==> src/design/trc_pkg.sv <==
// Shared constants and widths of the thermal raw-to-Celsius converter.
package trc_pkg;

  localparam int FRAME_ROWS = 120;
  localparam int FRAME_COLS = 160;
  localparam int COUNT_MAX  = 32767;
  localparam int FRAME_CAP  = (FRAME_ROWS * FRAME_COLS > COUNT_MAX) ?
                              COUNT_MAX : FRAME_ROWS * FRAME_COLS;

  localparam int KELVIN_ZERO_Q6 = 17482;
  localparam int CEL_MAX        = 131071;
  localparam int CEL_MIN        = -17482;
  localparam logic [29:0] LN2_Q30 = 30'd744261118;

  localparam int MUL_W     = 32;
  localparam int DIV_NUM_W = 48;
  localparam int DIV_DEN_W = 32;
  localparam int DIV_CNT_W = 6;

  typedef enum logic [2:0] {
    CFG_RAW_OFFSET    = 3'd0,
    CFG_INVERSE_GAIN  = 3'd1,
    CFG_PLANCK_OFFSET = 3'd2,
    CFG_PLANCK_R      = 3'd3,
    CFG_PLANCK_F      = 3'd4,
    CFG_PLANCK_B      = 3'd5
  } cfg_index_t;

endpackage

==> src/design/trc_mul.sv <==
// Shared unsigned multiplier with a registered product.
module trc_mul (
  input  logic                          clk,
  input  logic [trc_pkg::MUL_W-1:0]     a,
  input  logic [trc_pkg::MUL_W-1:0]     b,
  output logic [2*trc_pkg::MUL_W-1:0]   p
);

  always_ff @(posedge clk) begin
    p <= a * b;
  end

endmodule

==> src/design/trc_div.sv <==
// Shared restoring divider, one quotient bit per cycle.
module trc_div (
  input  logic                            clk,
  input  logic                            rst,
  input  logic                            start,
  input  logic [trc_pkg::DIV_NUM_W-1:0]   dividend,
  input  logic [trc_pkg::DIV_DEN_W-1:0]   divisor,
  output logic                            done,
  output logic [trc_pkg::DIV_NUM_W-1:0]   quotient
);

  logic                            busy;
  logic [trc_pkg::DIV_CNT_W-1:0]   cnt;
  logic [trc_pkg::DIV_DEN_W-1:0]   rem;
  logic [trc_pkg::DIV_DEN_W-1:0]   den;
  logic [trc_pkg::DIV_DEN_W:0]     trial;
  logic [trc_pkg::DIV_DEN_W:0]     diff;
  logic                            ge;

  always_comb begin
    trial = {rem, quotient[trc_pkg::DIV_NUM_W-1]};
    diff  = trial - {1'b0, den};
    ge    = trial >= {1'b0, den};
  end

  always_ff @(posedge clk) begin
    if (rst) begin
      busy <= 1'b0;
      done <= 1'b0;
      cnt  <= '0;
    end else begin
      done <= 1'b0;
      if (start) begin
        busy     <= 1'b1;
        cnt      <= '0;
        rem      <= '0;
        den      <= divisor;
        quotient <= dividend;
      end else if (busy) begin
        quotient <= {quotient[trc_pkg::DIV_NUM_W-2:0], ge};
        rem      <= ge ? diff[trc_pkg::DIV_DEN_W-1:0] : trial[trc_pkg::DIV_DEN_W-1:0];
        cnt      <= cnt + 1'b1;
        if (cnt == trc_pkg::DIV_CNT_W'(trc_pkg::DIV_NUM_W - 1)) begin
          busy <= 1'b0;
          done <= 1'b1;
        end
      end
    end
  end

endmodule

==> src/design/thermal_raw_to_celsius_top.sv <==
// Thermal raw-to-Celsius converter: offset, gain, inverse Planck law, frame mean.
// Each pixel takes up to two divides (a third for the mean on a frame's last pixel),
// a normalize shift loop and 16 squarings.
// One pixel in flight; s_axis_tready is high only while idle.
// Synchronous reset restores register defaults and clears frame sum and count.
// The result register holds a finished result while the next pixel is taken.
module thermal_raw_to_celsius_top (
  input  logic        clk,
  input  logic        rst,
  input  logic        cfg_we,
  input  logic [2:0]  cfg_index,
  input  logic [31:0] cfg_data,
  input  logic        s_axis_tvalid,
  output logic        s_axis_tready,
  input  logic [15:0] s_axis_tdata,   // [15:0] raw_sample
  input  logic        s_axis_tlast,   // last_pixel
  output logic        m_axis_tvalid,
  input  logic        m_axis_tready,
  output logic [39:0] m_axis_tdata,   // [17:0] pixel_celsius, [35:18] frame_mean, zero pad
  output logic        m_axis_tuser,   // pixel_invalid
  output logic        m_axis_tlast    // mean_valid
);

  typedef enum logic [3:0] {
    ST_IDLE, ST_OBJ_M, ST_OBJ, ST_QDIV, ST_NORM, ST_SQ_M, ST_SQ,
    ST_LOG, ST_LN_M, ST_LN, ST_KDIV, ST_ACC, ST_MDIV, ST_FIN
  } state_t;

  state_t state;

  logic signed [24:0] raw_offset;
  logic [19:0]        inverse_gain;
  logic signed [24:0] planck_offset;
  logic [31:0]        planck_r_ratio;
  logic [19:0]        planck_f;
  logic [19:0]        planck_b;

  logic signed [35:0] temperature_sum;
  logic [14:0]        pixel_count;

  logic [trc_pkg::MUL_W-1:0]       mul_a;
  logic [trc_pkg::MUL_W-1:0]       mul_b;
  logic [2*trc_pkg::MUL_W-1:0]     mul_p;
  logic                            div_start;
  logic [trc_pkg::DIV_NUM_W-1:0]   div_num;
  logic [trc_pkg::DIV_DEN_W-1:0]   div_den;
  logic                            div_done;
  logic [trc_pkg::DIV_NUM_W-1:0]   div_q;

  logic               last_q;
  logic               sign_neg;
  logic [48:0]        nrm;
  logic [5:0]         pexp;
  logic [3:0]         iter;
  logic [15:0]        frac;
  logic signed [17:0] cel_r;
  logic               inv_r;
  logic [17:0]        mean_r;
  logic signed [17:0] out_cel;
  logic [17:0]        out_mean;

  // datapath terms
  logic signed [26:0] diff;
  logic [26:0]        diff_mag;
  logic [46:0]        obj_sum;
  logic signed [32:0] obj;
  logic signed [32:0] den;
  logic [32:0]        den_mag;
  logic signed [49:0] arg;
  logic [30:0]        sq_m;
  logic signed [6:0]  int_part;
  logic signed [22:0] log2v;
  logic [22:0]        log_mag;
  logic [52:0]        ln_sum;
  logic [22:0]        ln_mag;
  logic signed [35:0] kval;
  logic signed [35:0] cel_full;
  logic               take;
  logic signed [35:0] sum_upd;
  logic [14:0]        cnt_upd;
  logic [35:0]        sum_mag;

  trc_mul u_mul (.clk(clk), .a(mul_a), .b(mul_b), .p(mul_p));

  trc_div u_div (
    .clk(clk), .rst(rst), .start(div_start), .dividend(div_num),
    .divisor(div_den), .done(div_done), .quotient(div_q)
  );

  always_comb begin
    diff     = $signed({3'b000, s_axis_tdata, 8'h00}) - {{2{raw_offset[24]}}, raw_offset};
    diff_mag = diff[26] ? 27'(-diff) : 27'(diff);
    obj_sum  = mul_p[46:0] + 47'h8000;
    obj      = sign_neg ? -$signed({2'b00, obj_sum[46:16]}) : $signed({2'b00, obj_sum[46:16]});
    den      = obj + {{8{planck_offset[24]}}, planck_offset};
    den_mag  = den[32] ? 33'(-den) : 33'(den);
    arg      = sign_neg ? $signed({30'b0, planck_f}) - $signed({2'b00, div_q})
                        : $signed({30'b0, planck_f}) + $signed({2'b00, div_q});
    sq_m     = mul_p[61] ? mul_p[61:31] : mul_p[60:30];
    int_part = $signed({1'b0, pexp}) - 7'sd16;
    log2v    = {int_part, frac};
    log_mag  = log2v[22] ? 23'(-log2v) : 23'(log2v);
    ln_sum   = mul_p[52:0] + 53'h2000_0000;
    ln_mag   = ln_sum[52:30];
    kval     = sign_neg ? -$signed({1'b0, div_q[34:0]}) : $signed({1'b0, div_q[34:0]});
    cel_full = kval - 36'(trc_pkg::KELVIN_ZERO_Q6);
    take     = pixel_count < 15'(trc_pkg::FRAME_CAP);
    sum_upd  = take ? temperature_sum + 36'(cel_r) : temperature_sum;
    cnt_upd  = take ? pixel_count + 15'd1 : pixel_count;
    sum_mag  = sum_upd[35] ? 36'(-sum_upd) : 36'(sum_upd);
  end

  always_ff @(posedge clk) begin
    if (rst) begin
      state           <= ST_IDLE;
      raw_offset      <= '0;
      inverse_gain    <= 20'd65536;
      planck_offset   <= '0;
      planck_r_ratio  <= '0;
      planck_f        <= 20'd65536;
      planck_b        <= '0;
      temperature_sum <= '0;
      pixel_count     <= '0;
      m_axis_tvalid   <= 1'b0;
      div_start       <= 1'b0;
    end else begin
      div_start <= 1'b0;
      if (cfg_we) begin
        unique case (cfg_index)
          trc_pkg::CFG_RAW_OFFSET:    raw_offset     <= $signed(cfg_data[24:0]);
          trc_pkg::CFG_INVERSE_GAIN:  inverse_gain   <= cfg_data[19:0];
          trc_pkg::CFG_PLANCK_OFFSET: planck_offset  <= $signed(cfg_data[24:0]);
          trc_pkg::CFG_PLANCK_R:      planck_r_ratio <= cfg_data;
          trc_pkg::CFG_PLANCK_F:      planck_f       <= cfg_data[19:0];
          trc_pkg::CFG_PLANCK_B:      planck_b       <= cfg_data[19:0];
          default: ;
        endcase
      end
      // ST_FIN reloads the result register itself
      if (m_axis_tvalid && m_axis_tready && state != ST_FIN) m_axis_tvalid <= 1'b0;

      unique case (state)
        ST_IDLE: begin
          if (s_axis_tvalid) begin
            last_q   <= s_axis_tlast;
            sign_neg <= diff[26];
            mul_a    <= {5'b0, diff_mag};
            mul_b    <= {12'b0, inverse_gain};
            inv_r    <= 1'b0;
            mean_r   <= '0;
            state    <= ST_OBJ_M;
          end
        end
        ST_OBJ_M: state <= ST_OBJ;
        ST_OBJ: begin
          if (den == '0) begin
            inv_r <= 1'b1;
            cel_r <= 18'(trc_pkg::CEL_MAX);
            state <= ST_ACC;
          end else begin
            sign_neg  <= den[32];
            div_num   <= {planck_r_ratio, 16'h0000};
            div_den   <= den_mag[31:0];
            div_start <= 1'b1;
            state     <= ST_QDIV;
          end
        end
        ST_QDIV: begin
          if (div_done) begin
            if (arg[49] || arg == '0) begin
              inv_r <= 1'b1;
              cel_r <= 18'(trc_pkg::CEL_MAX);
              state <= ST_ACC;
            end else begin
              nrm   <= arg[48:0];
              pexp  <= 6'd48;
              state <= ST_NORM;
            end
          end
        end
        ST_NORM: begin
          // shift until the leading one reaches the top bit
          if (nrm[48]) begin
            mul_a <= {1'b0, nrm[48:18]};
            mul_b <= {1'b0, nrm[48:18]};
            iter  <= '0;
            frac  <= '0;
            state <= ST_SQ_M;
          end else begin
            nrm  <= {nrm[47:0], 1'b0};
            pexp <= pexp - 6'd1;
          end
        end
        ST_SQ_M: state <= ST_SQ;
        ST_SQ: begin
          frac[4'd15 - iter] <= mul_p[61];
          mul_a <= {1'b0, sq_m};
          mul_b <= {1'b0, sq_m};
          iter  <= iter + 4'd1;
          state <= (iter == 4'd15) ? ST_LOG : ST_SQ_M;
        end
        ST_LOG: begin
          sign_neg <= log2v[22];
          mul_a    <= {9'b0, log_mag};
          mul_b    <= {2'b00, trc_pkg::LN2_Q30};
          state    <= ST_LN_M;
        end
        ST_LN_M: state <= ST_LN;
        ST_LN: begin
          if (ln_mag == '0) begin
            inv_r <= 1'b1;
            cel_r <= 18'(trc_pkg::CEL_MAX);
            state <= ST_ACC;
          end else begin
            div_num   <= {14'b0, planck_b, 14'b0} + {26'b0, ln_mag[22:1]};
            div_den   <= {9'b0, ln_mag};
            div_start <= 1'b1;
            state     <= ST_KDIV;
          end
        end
        ST_KDIV: begin
          if (div_done) begin
            priority if (cel_full < 36'(trc_pkg::CEL_MIN)) cel_r <= 18'(trc_pkg::CEL_MIN);
            else if (cel_full > 36'(trc_pkg::CEL_MAX))     cel_r <= 18'(trc_pkg::CEL_MAX);
            else                                           cel_r <= cel_full[17:0];
            state <= ST_ACC;
          end
        end
        ST_ACC: begin
          if (last_q) begin
            temperature_sum <= '0;
            pixel_count     <= '0;
            if (cnt_upd != '0) begin
              sign_neg  <= sum_upd[35];
              div_num   <= {12'b0, sum_mag} + {34'b0, cnt_upd[14:1]};
              div_den   <= {17'b0, cnt_upd};
              div_start <= 1'b1;
              state     <= ST_MDIV;
            end else begin
              state <= ST_FIN;
            end
          end else begin
            temperature_sum <= sum_upd;
            pixel_count     <= cnt_upd;
            state           <= ST_FIN;
          end
        end
        ST_MDIV: begin
          if (div_done) begin
            mean_r <= sign_neg ? 18'(-div_q[17:0]) : div_q[17:0];
            state  <= ST_FIN;
          end
        end
        ST_FIN: begin
          // hold until the result register is free
          if (!m_axis_tvalid || m_axis_tready) begin
            out_cel       <= cel_r;
            out_mean      <= mean_r;
            m_axis_tuser  <= inv_r;
            m_axis_tlast  <= last_q;
            m_axis_tvalid <= 1'b1;
            state         <= ST_IDLE;
          end
        end
        default: state <= ST_IDLE;
      endcase
    end
  end

  assign s_axis_tready = (state == ST_IDLE);
  assign m_axis_tdata  = {4'b0000, out_mean, out_cel};

endmodule

==> config.mk <==
export PLATFORM = sky130hd
export DESIGN_NAME = thermal_raw_to_celsius_top
export DESIGN_NICKNAME = d
export VERILOG_FILES = /design/src/design/trc_pkg.sv /design/src/design/trc_mul.sv /design/src/design/trc_div.sv /design/src/design/thermal_raw_to_celsius_top.sv
export SDC_FILE = /design/constraint.sdc
export NUM_CORES = 2
export LEC_CHECK = 0
export CORE_ASPECT_RATIO = 0.8
export CORE_MARGIN = 1
export CORE_UTILIZATION = 55
export CTS_CLUSTER_DIAMETER = 30
export DETAILED_ROUTE_END_ITERATION = 8
export DONT_BUFFER_PORTS = 1
export GPL_TIMING_DRIVEN = 0
export PLACE_DENSITY = 0.71
export SYNTH_ARGS = -nofsm -noshare
export SYNTH_HDL_FRONTEND = slang
export SYNTH_SLANG_ARGS = --single-unit
export TNS_END_PERCENT = 1
==> constraint.sdc <==
create_clock -name clk -period 18.2 [get_ports clk]
set_input_delay 5.46 -clock clk [delete_from_list [all_inputs] [get_ports clk]]
set_output_delay 5.46 -clock clk [all_outputs]
set_load 0.03 [all_outputs]
* Yosys cells after proc, flatten, opt, wreduce, memory -nomap -nowiden
Cells that the tools add are included.
** Operators by class
- $add $sub $neg :: 24
- $mul :: 1
- Div/mod/pow operators :: 0
- Magnitude comparators :: 6
- Equal/unequal tests :: 36
- Shift operators :: 0
- Mux-type cells :: 94
- Bitwise logic cells :: 2
- Reductions and logical operators :: 43
** Operators with widths (number)
- 2-to-1 mux 32 bit :: 10
- 2-to-1 mux 48 bit :: 6
- one-hot mux 32 bit (4 select lines) :: 2
- 2-to-1 mux 18 bit :: 10
- 2-to-1 mux 49 bit :: 3
- 2-to-1 mux 36 bit :: 4
- one-hot mux 48 bit (3 select lines) :: 1
- one-hot mux 49 bit (2 select lines) :: 1
- one-hot mux 32 bit (3 select lines) :: 1
- one-hot mux 18 bit (4 select lines) :: 1
- multiplier 32 x 32 -> 62 bit :: 1
- one-hot mux 4 bit (14 select lines) :: 1
- adder 53 x 30 -> 53 bit, second input constant :: 1
- zero test 50 bit :: 1
- 2-to-1 mux 50 bit :: 1
- adder 20 x 48 -> 49 bit :: 1
- subtractor 20 x 48 -> 49 bit :: 1
- adder 47 x 16 -> 47 bit, second input constant :: 1
- 2-to-1 mux 4 bit :: 10
- adder 36 x 14 -> 37 bit :: 1
- adder 36 x 18 -> 36 bit :: 1
- > comparator 36 x 18 -> 1 bit, second input constant :: 1
- < comparator 36 x 16 -> 1 bit, second input constant :: 1
- negator 35 -> 36 bit :: 1
- other kinds (69) :: 144
** Storage, ports and cells
- Register bits after elaboration :: 677
- Bits in latches :: 0
- RAM bits :: 0
- Memory bits (read-only) :: 0
- Input bits :: 57
- Output and inout bits :: 44
- Memories :: 0

* Depth between registers and ports, before layout
- Word-level depth :: 8
- Mapped depth :: 33
- Gate-level depth less buffers :: 32

* By module
Synthesis repeated with hierarchy kept, for this count alone.
** Second synthesis, totals
- Cell total of the unflattened synthesis :: 9042
- Area, all modules :: 79286.0 um^2
** Modules (own cells, without submodules)
- thermal_raw_to_celsius_top :: instances 1, cells an instance 4660, area an instance 37835.0 um^2, sequential area each 12752.2 um^2
- trc_mul :: instances 1, cells an instance 3834, area an instance 34944.8 um^2, sequential area each 1281.2 um^2
- trc_div :: instances 1, cells an instance 548, area an instance 6506.2 um^2, sequential area each 3523.4 um^2

* Least setup slack after synthesis
No wires, ideal clock.
- Path type :: input to register
- From :: in rst
- To :: reg mul_a[0] (netlist name) (enable)
- Setup time :: 567 ps
- Arrival time :: 10231 ps
- Data required time :: 17633 ps
- Path slack :: 7401 ps
- Stages :: 3
- Path through :: clkbuf_1 clkbuf_1 a211oi_1
** On the way
- Word-level cells in the longest chain between the ends :: 2
** RTL lines
- start, declared :: RTL line thermal_raw_to_celsius_top.sv:9 : input logic rst,
- inverter 1 bit (no line)
- AND reduction 4 bit (no line)
- end signal, assigned :: RTL line thermal_raw_to_celsius_top.sv:147 : mul_a <= {5'b0, diff_mag};
- end signal, assigned :: RTL line thermal_raw_to_celsius_top.sv:184 : mul_a <= {1'b0, nrm[48:18]};
- end signal, assigned :: RTL line thermal_raw_to_celsius_top.sv:197 : mul_a <= {1'b0, sq_m};
- end, declared :: RTL line thermal_raw_to_celsius_top.sv:41 : logic [trc_pkg::MUL_W-1:0] mul_a;
Every way passes these cells.
A chain may end at the register's enable or synchronous reset.

* Final worst setup path
- From :: reg mul_a[14] (netlist name)
- To :: reg u_mul.p[61] (netlist name)
** On the way
- Word-level cells in the longest chain between the ends :: 1
** RTL lines
- multiplier 32 x 32 -> 62 bit :: RTL line trc_mul.sv:10 : p <= a * b;
- end signal, assigned :: RTL line trc_mul.sv:10
- end, declared :: RTL line trc_mul.sv:6 : output logic [2*trc_pkg::MUL_W-1:0] p
Every way passes these cells.

==> impl_results.md <==
* Starting density of the core at between 50% and 60%
* Post-Syn Area at 0.07499 sq mm
* CP Class: reg -> reg
* Max_slew headroom at -5.732%
* Die W at 414.8 um
* Post-DR vias/cell at 6.299
* CTS H-tree lvls at 3
* Post-synth ARST share at 0%
* Root Driver: clkbuf_16
* CP endpoint kind: flop
* FF+latch count, synth at 658
* PostCTS Resize Cnt at 0
* Post-CTS Setup Bufs at 0
* CP most frequent cell: fa_1
* CTS tree: yes
* Layout overhead on the synthesized area at 8.552%
* EDFF count, synth at between 400 and 500
* Via count at 66330
* Row count at 120
* Multi-input logic area at 0.05189 sq mm
* XOR/XNOR Fraction of Synth Area at 5.442%
* Required @ worst endpoint at 18.87 ns
* Nets at 10020
* Slew Limit Fails at 46
* Clock skew at 0.07458 ns
* Least-Margin Pin Slew at ~1.6 ns
* Seq/Total Area, Yosys at a little under a quarter
* DR WL/cell at 28.09 um
* Die Y at 332.3 um
* Largest family of logic cells by synthesized area: adder cells
* TritonCTS buffer count at 103
* Core Region at 0.1345 sq mm
* Initial antenna violation count at 48
* DRC at 0
* Mean Syn Cell Area at 8.805 sq um
* Max Cap Viol at 4
* Commonest cells after routing, fill and taps aside: 1110 x inv_1, 1106 x nand2_1, 842 x fa_1
* Fmax at 0.08429 GHz
* Iter 0 DRT Violations at 8928
* Post-synthesis mux area share at 1.585%
* Setup crit start kind: flop
* Synth Area in Simple Gates at 19.33%
* I/O pin cnt at 101
* Filler cells at around 12000
* Vias in the first global route at 62990
* First-pass GRT wire length at ~430000 um
* Post-DRT Antenna Nets at 0
* FF/Latch Area at 0.01722 sq mm
* Synth Area in Compound Gates at between 10% and 20%
* Yosys top cell by area: fa_1
* Clock transition at the registers of the reported paths at 0.06 ns
* Total wire length at 295800 um
* Total gr overflow at 0
* HP Class: reg -> reg
* Fraction of layout cells with a size suffix above 1 at 4.293%
* Tot GR Track Use at roughly 42%
* Placer Congestion at 1.044
* Post-Synth Adder-Cell Area at 30.43%
* Slowest cell on the critical path: clkbuf_1
* RSZ-0062 raised after global routing: false
* Area contributors post-synth: fa_1 22%, edfxtp_1 16%, ha_1 7.9%, dfxtp_1 6.8%, inv_1 5.6%
* Yosys cell types at 112
* Crit-path max cell delay at 1.07 ns
* Setup TNS at 0 ns
* Top FF cell, synth: edfxtp_1
* Clk_lat worst skew at approximately 0.74 ns
* Period utilization at 65.19%
* Pin count of the biggest net entering global routing at 34
* Status: finished, violations left
* YS warnings at 0
* PortBufs at 0
* Mapped Cells at 8517
* Tmin final at 11.86 ns
* Num Clock Sinks at 658
* CTS Buffer Depth at 3
* Die area at 0.1378 sq mm
* Critical path arrival at between 10 and 15 ns
* Drt first pass iters at 9
* Violated checks: max-capacitance violations, max-slew violations
* CTS Hold Bufs at 0
* Final HPWL DP at 238900 um
* Most common cell after layout, fill and taps aside: inv_1
* Crit path max fanout at 10
* Endpoints failing hold at 0
* Post-synth top area share at between 20% and 30%
* Setup-failing EPs final at 0
==> metrics by stage <==
stage	util, %	std cells	setup WS (ns)	cell area (sq um)	hold slack, ns
after CTS	60.46	10510	6.611	81330	0.3996
final	60.51	10530	6.336	81410	0.3976
after global routing	60.47	10510	6.024	81350	0.4122
after global placement	57.40	10290	3.347	77220	0.4021
after detailed placement	57.68	10310	6.679	77600	0.4045
after floorplan	-	8520	7.401	75000	0.4003
==> final cells by class <==
class,instances,area share [%]
diodes,25,0.07685
plain buffers,461,2.206
clock buffers,114,3.332
clock inverters,82,1.251
inverters,1112,5.127
multi-input cells,6289,63.75
flip-flops and latches,658,21.15
well taps,1769,2.719
repair buffers,20,0.3919
==> logic make-up (layout without fill, tap and decap cells) <==
logic type	after synthesis	in the layout
AND/OR/NAND/NOR	2951	2951
other	1	29
XOR/XNOR	466	466
adder cells (fa/ha/maj)	1319	1319
AO/OA/AOI/OAI	1434	1434
multiplexers	115	115
buffers and inverters	1573	1789
flip-flops	658	658
==> critical path: cells and delay by family, from the launching register on <==
kind	cells	cell delay (ns)
buf+inv	5	1.30
simple gates	2	0.42
xor+xnor	1	0.13
compound gates	12	4.82
fa+ha+maj	9	4.46
flops	1	0.64
==> Yosys cell counts, drive strengths merged, types with 16 or more instances <==
cell type and instances:
o21a 47, a21o 98, and3 69, dfxtp 254, o211ai 24, nor3 127
edfxtp 404, o221ai 30, nor2b 46, or4 21, o31a 17, a31oi 48
o41ai 25, nand3 165, or2 43, nor3b 16, a211oi 37, nand2 1107
nand2b 53, mux2i 85, a31o 23, xnor2 287, or3 65, o21bai 26
a21oi 463, o31ai 38, clkbuf 410, and2 596, a22oi 64, nor2 456
inv 1111, buf 51, nand4 70, fa 842, ha 475, nor4 48
xor2 179, and4 19, o21ai 312, o22ai 26, mux2 30
==> per-layer routing <==
| layer | GRT usage [%] | wire length (um) |
|---|---|---|
| met1 | 62.98 | 125900 |
| met2 | 54.29 | 110000 |
| met3 | 19.25 | 49910 |
| met4 | 11.63 | 9322 |
| met5 | 2.318 | 689 |
==> final timing paths <==
check                             to  depth (start not counted)  slack, ns                   from
min reg2reg  u_div.den[21]$_DFFE_PP_                          0       0.40  div_den[21]$_DFFE_PP_
min          u_div.den[21]$_DFFE_PP_                          0       0.40  div_den[21]$_DFFE_PP_
max              u_mul.p[61]$_DFF_P_                         29       6.34    mul_a[14]$_DFFE_PP_
max reg2reg      u_mul.p[61]$_DFF_P_                         29       6.34    mul_a[14]$_DFFE_PP_
==> flip-flops by register name, indices dropped and copies added (netlist names), 15 cells and up <==
signal / cells
mul_b: 30
div_num: 48
out_cel: 18
planck_b: 20
nrm: 49
u_div.rem: 32
u_mul.p: 47
planck_offset: 25
pixel_count: 15
planck_r_ratio: 32
inverse_gain: 20
mean_r: 18
mul_a: 30
planck_f: 20
u_div.den: 32
temperature_sum: 36
frac: 16
cel_r: 18
out_mean: 18
u_div.quotient: 48
raw_offset: 25
div_den: 32
Power is left out: the tool's default activity adds up to more than one toggle a clock period on the data nets, which glitch-free logic cannot reach.
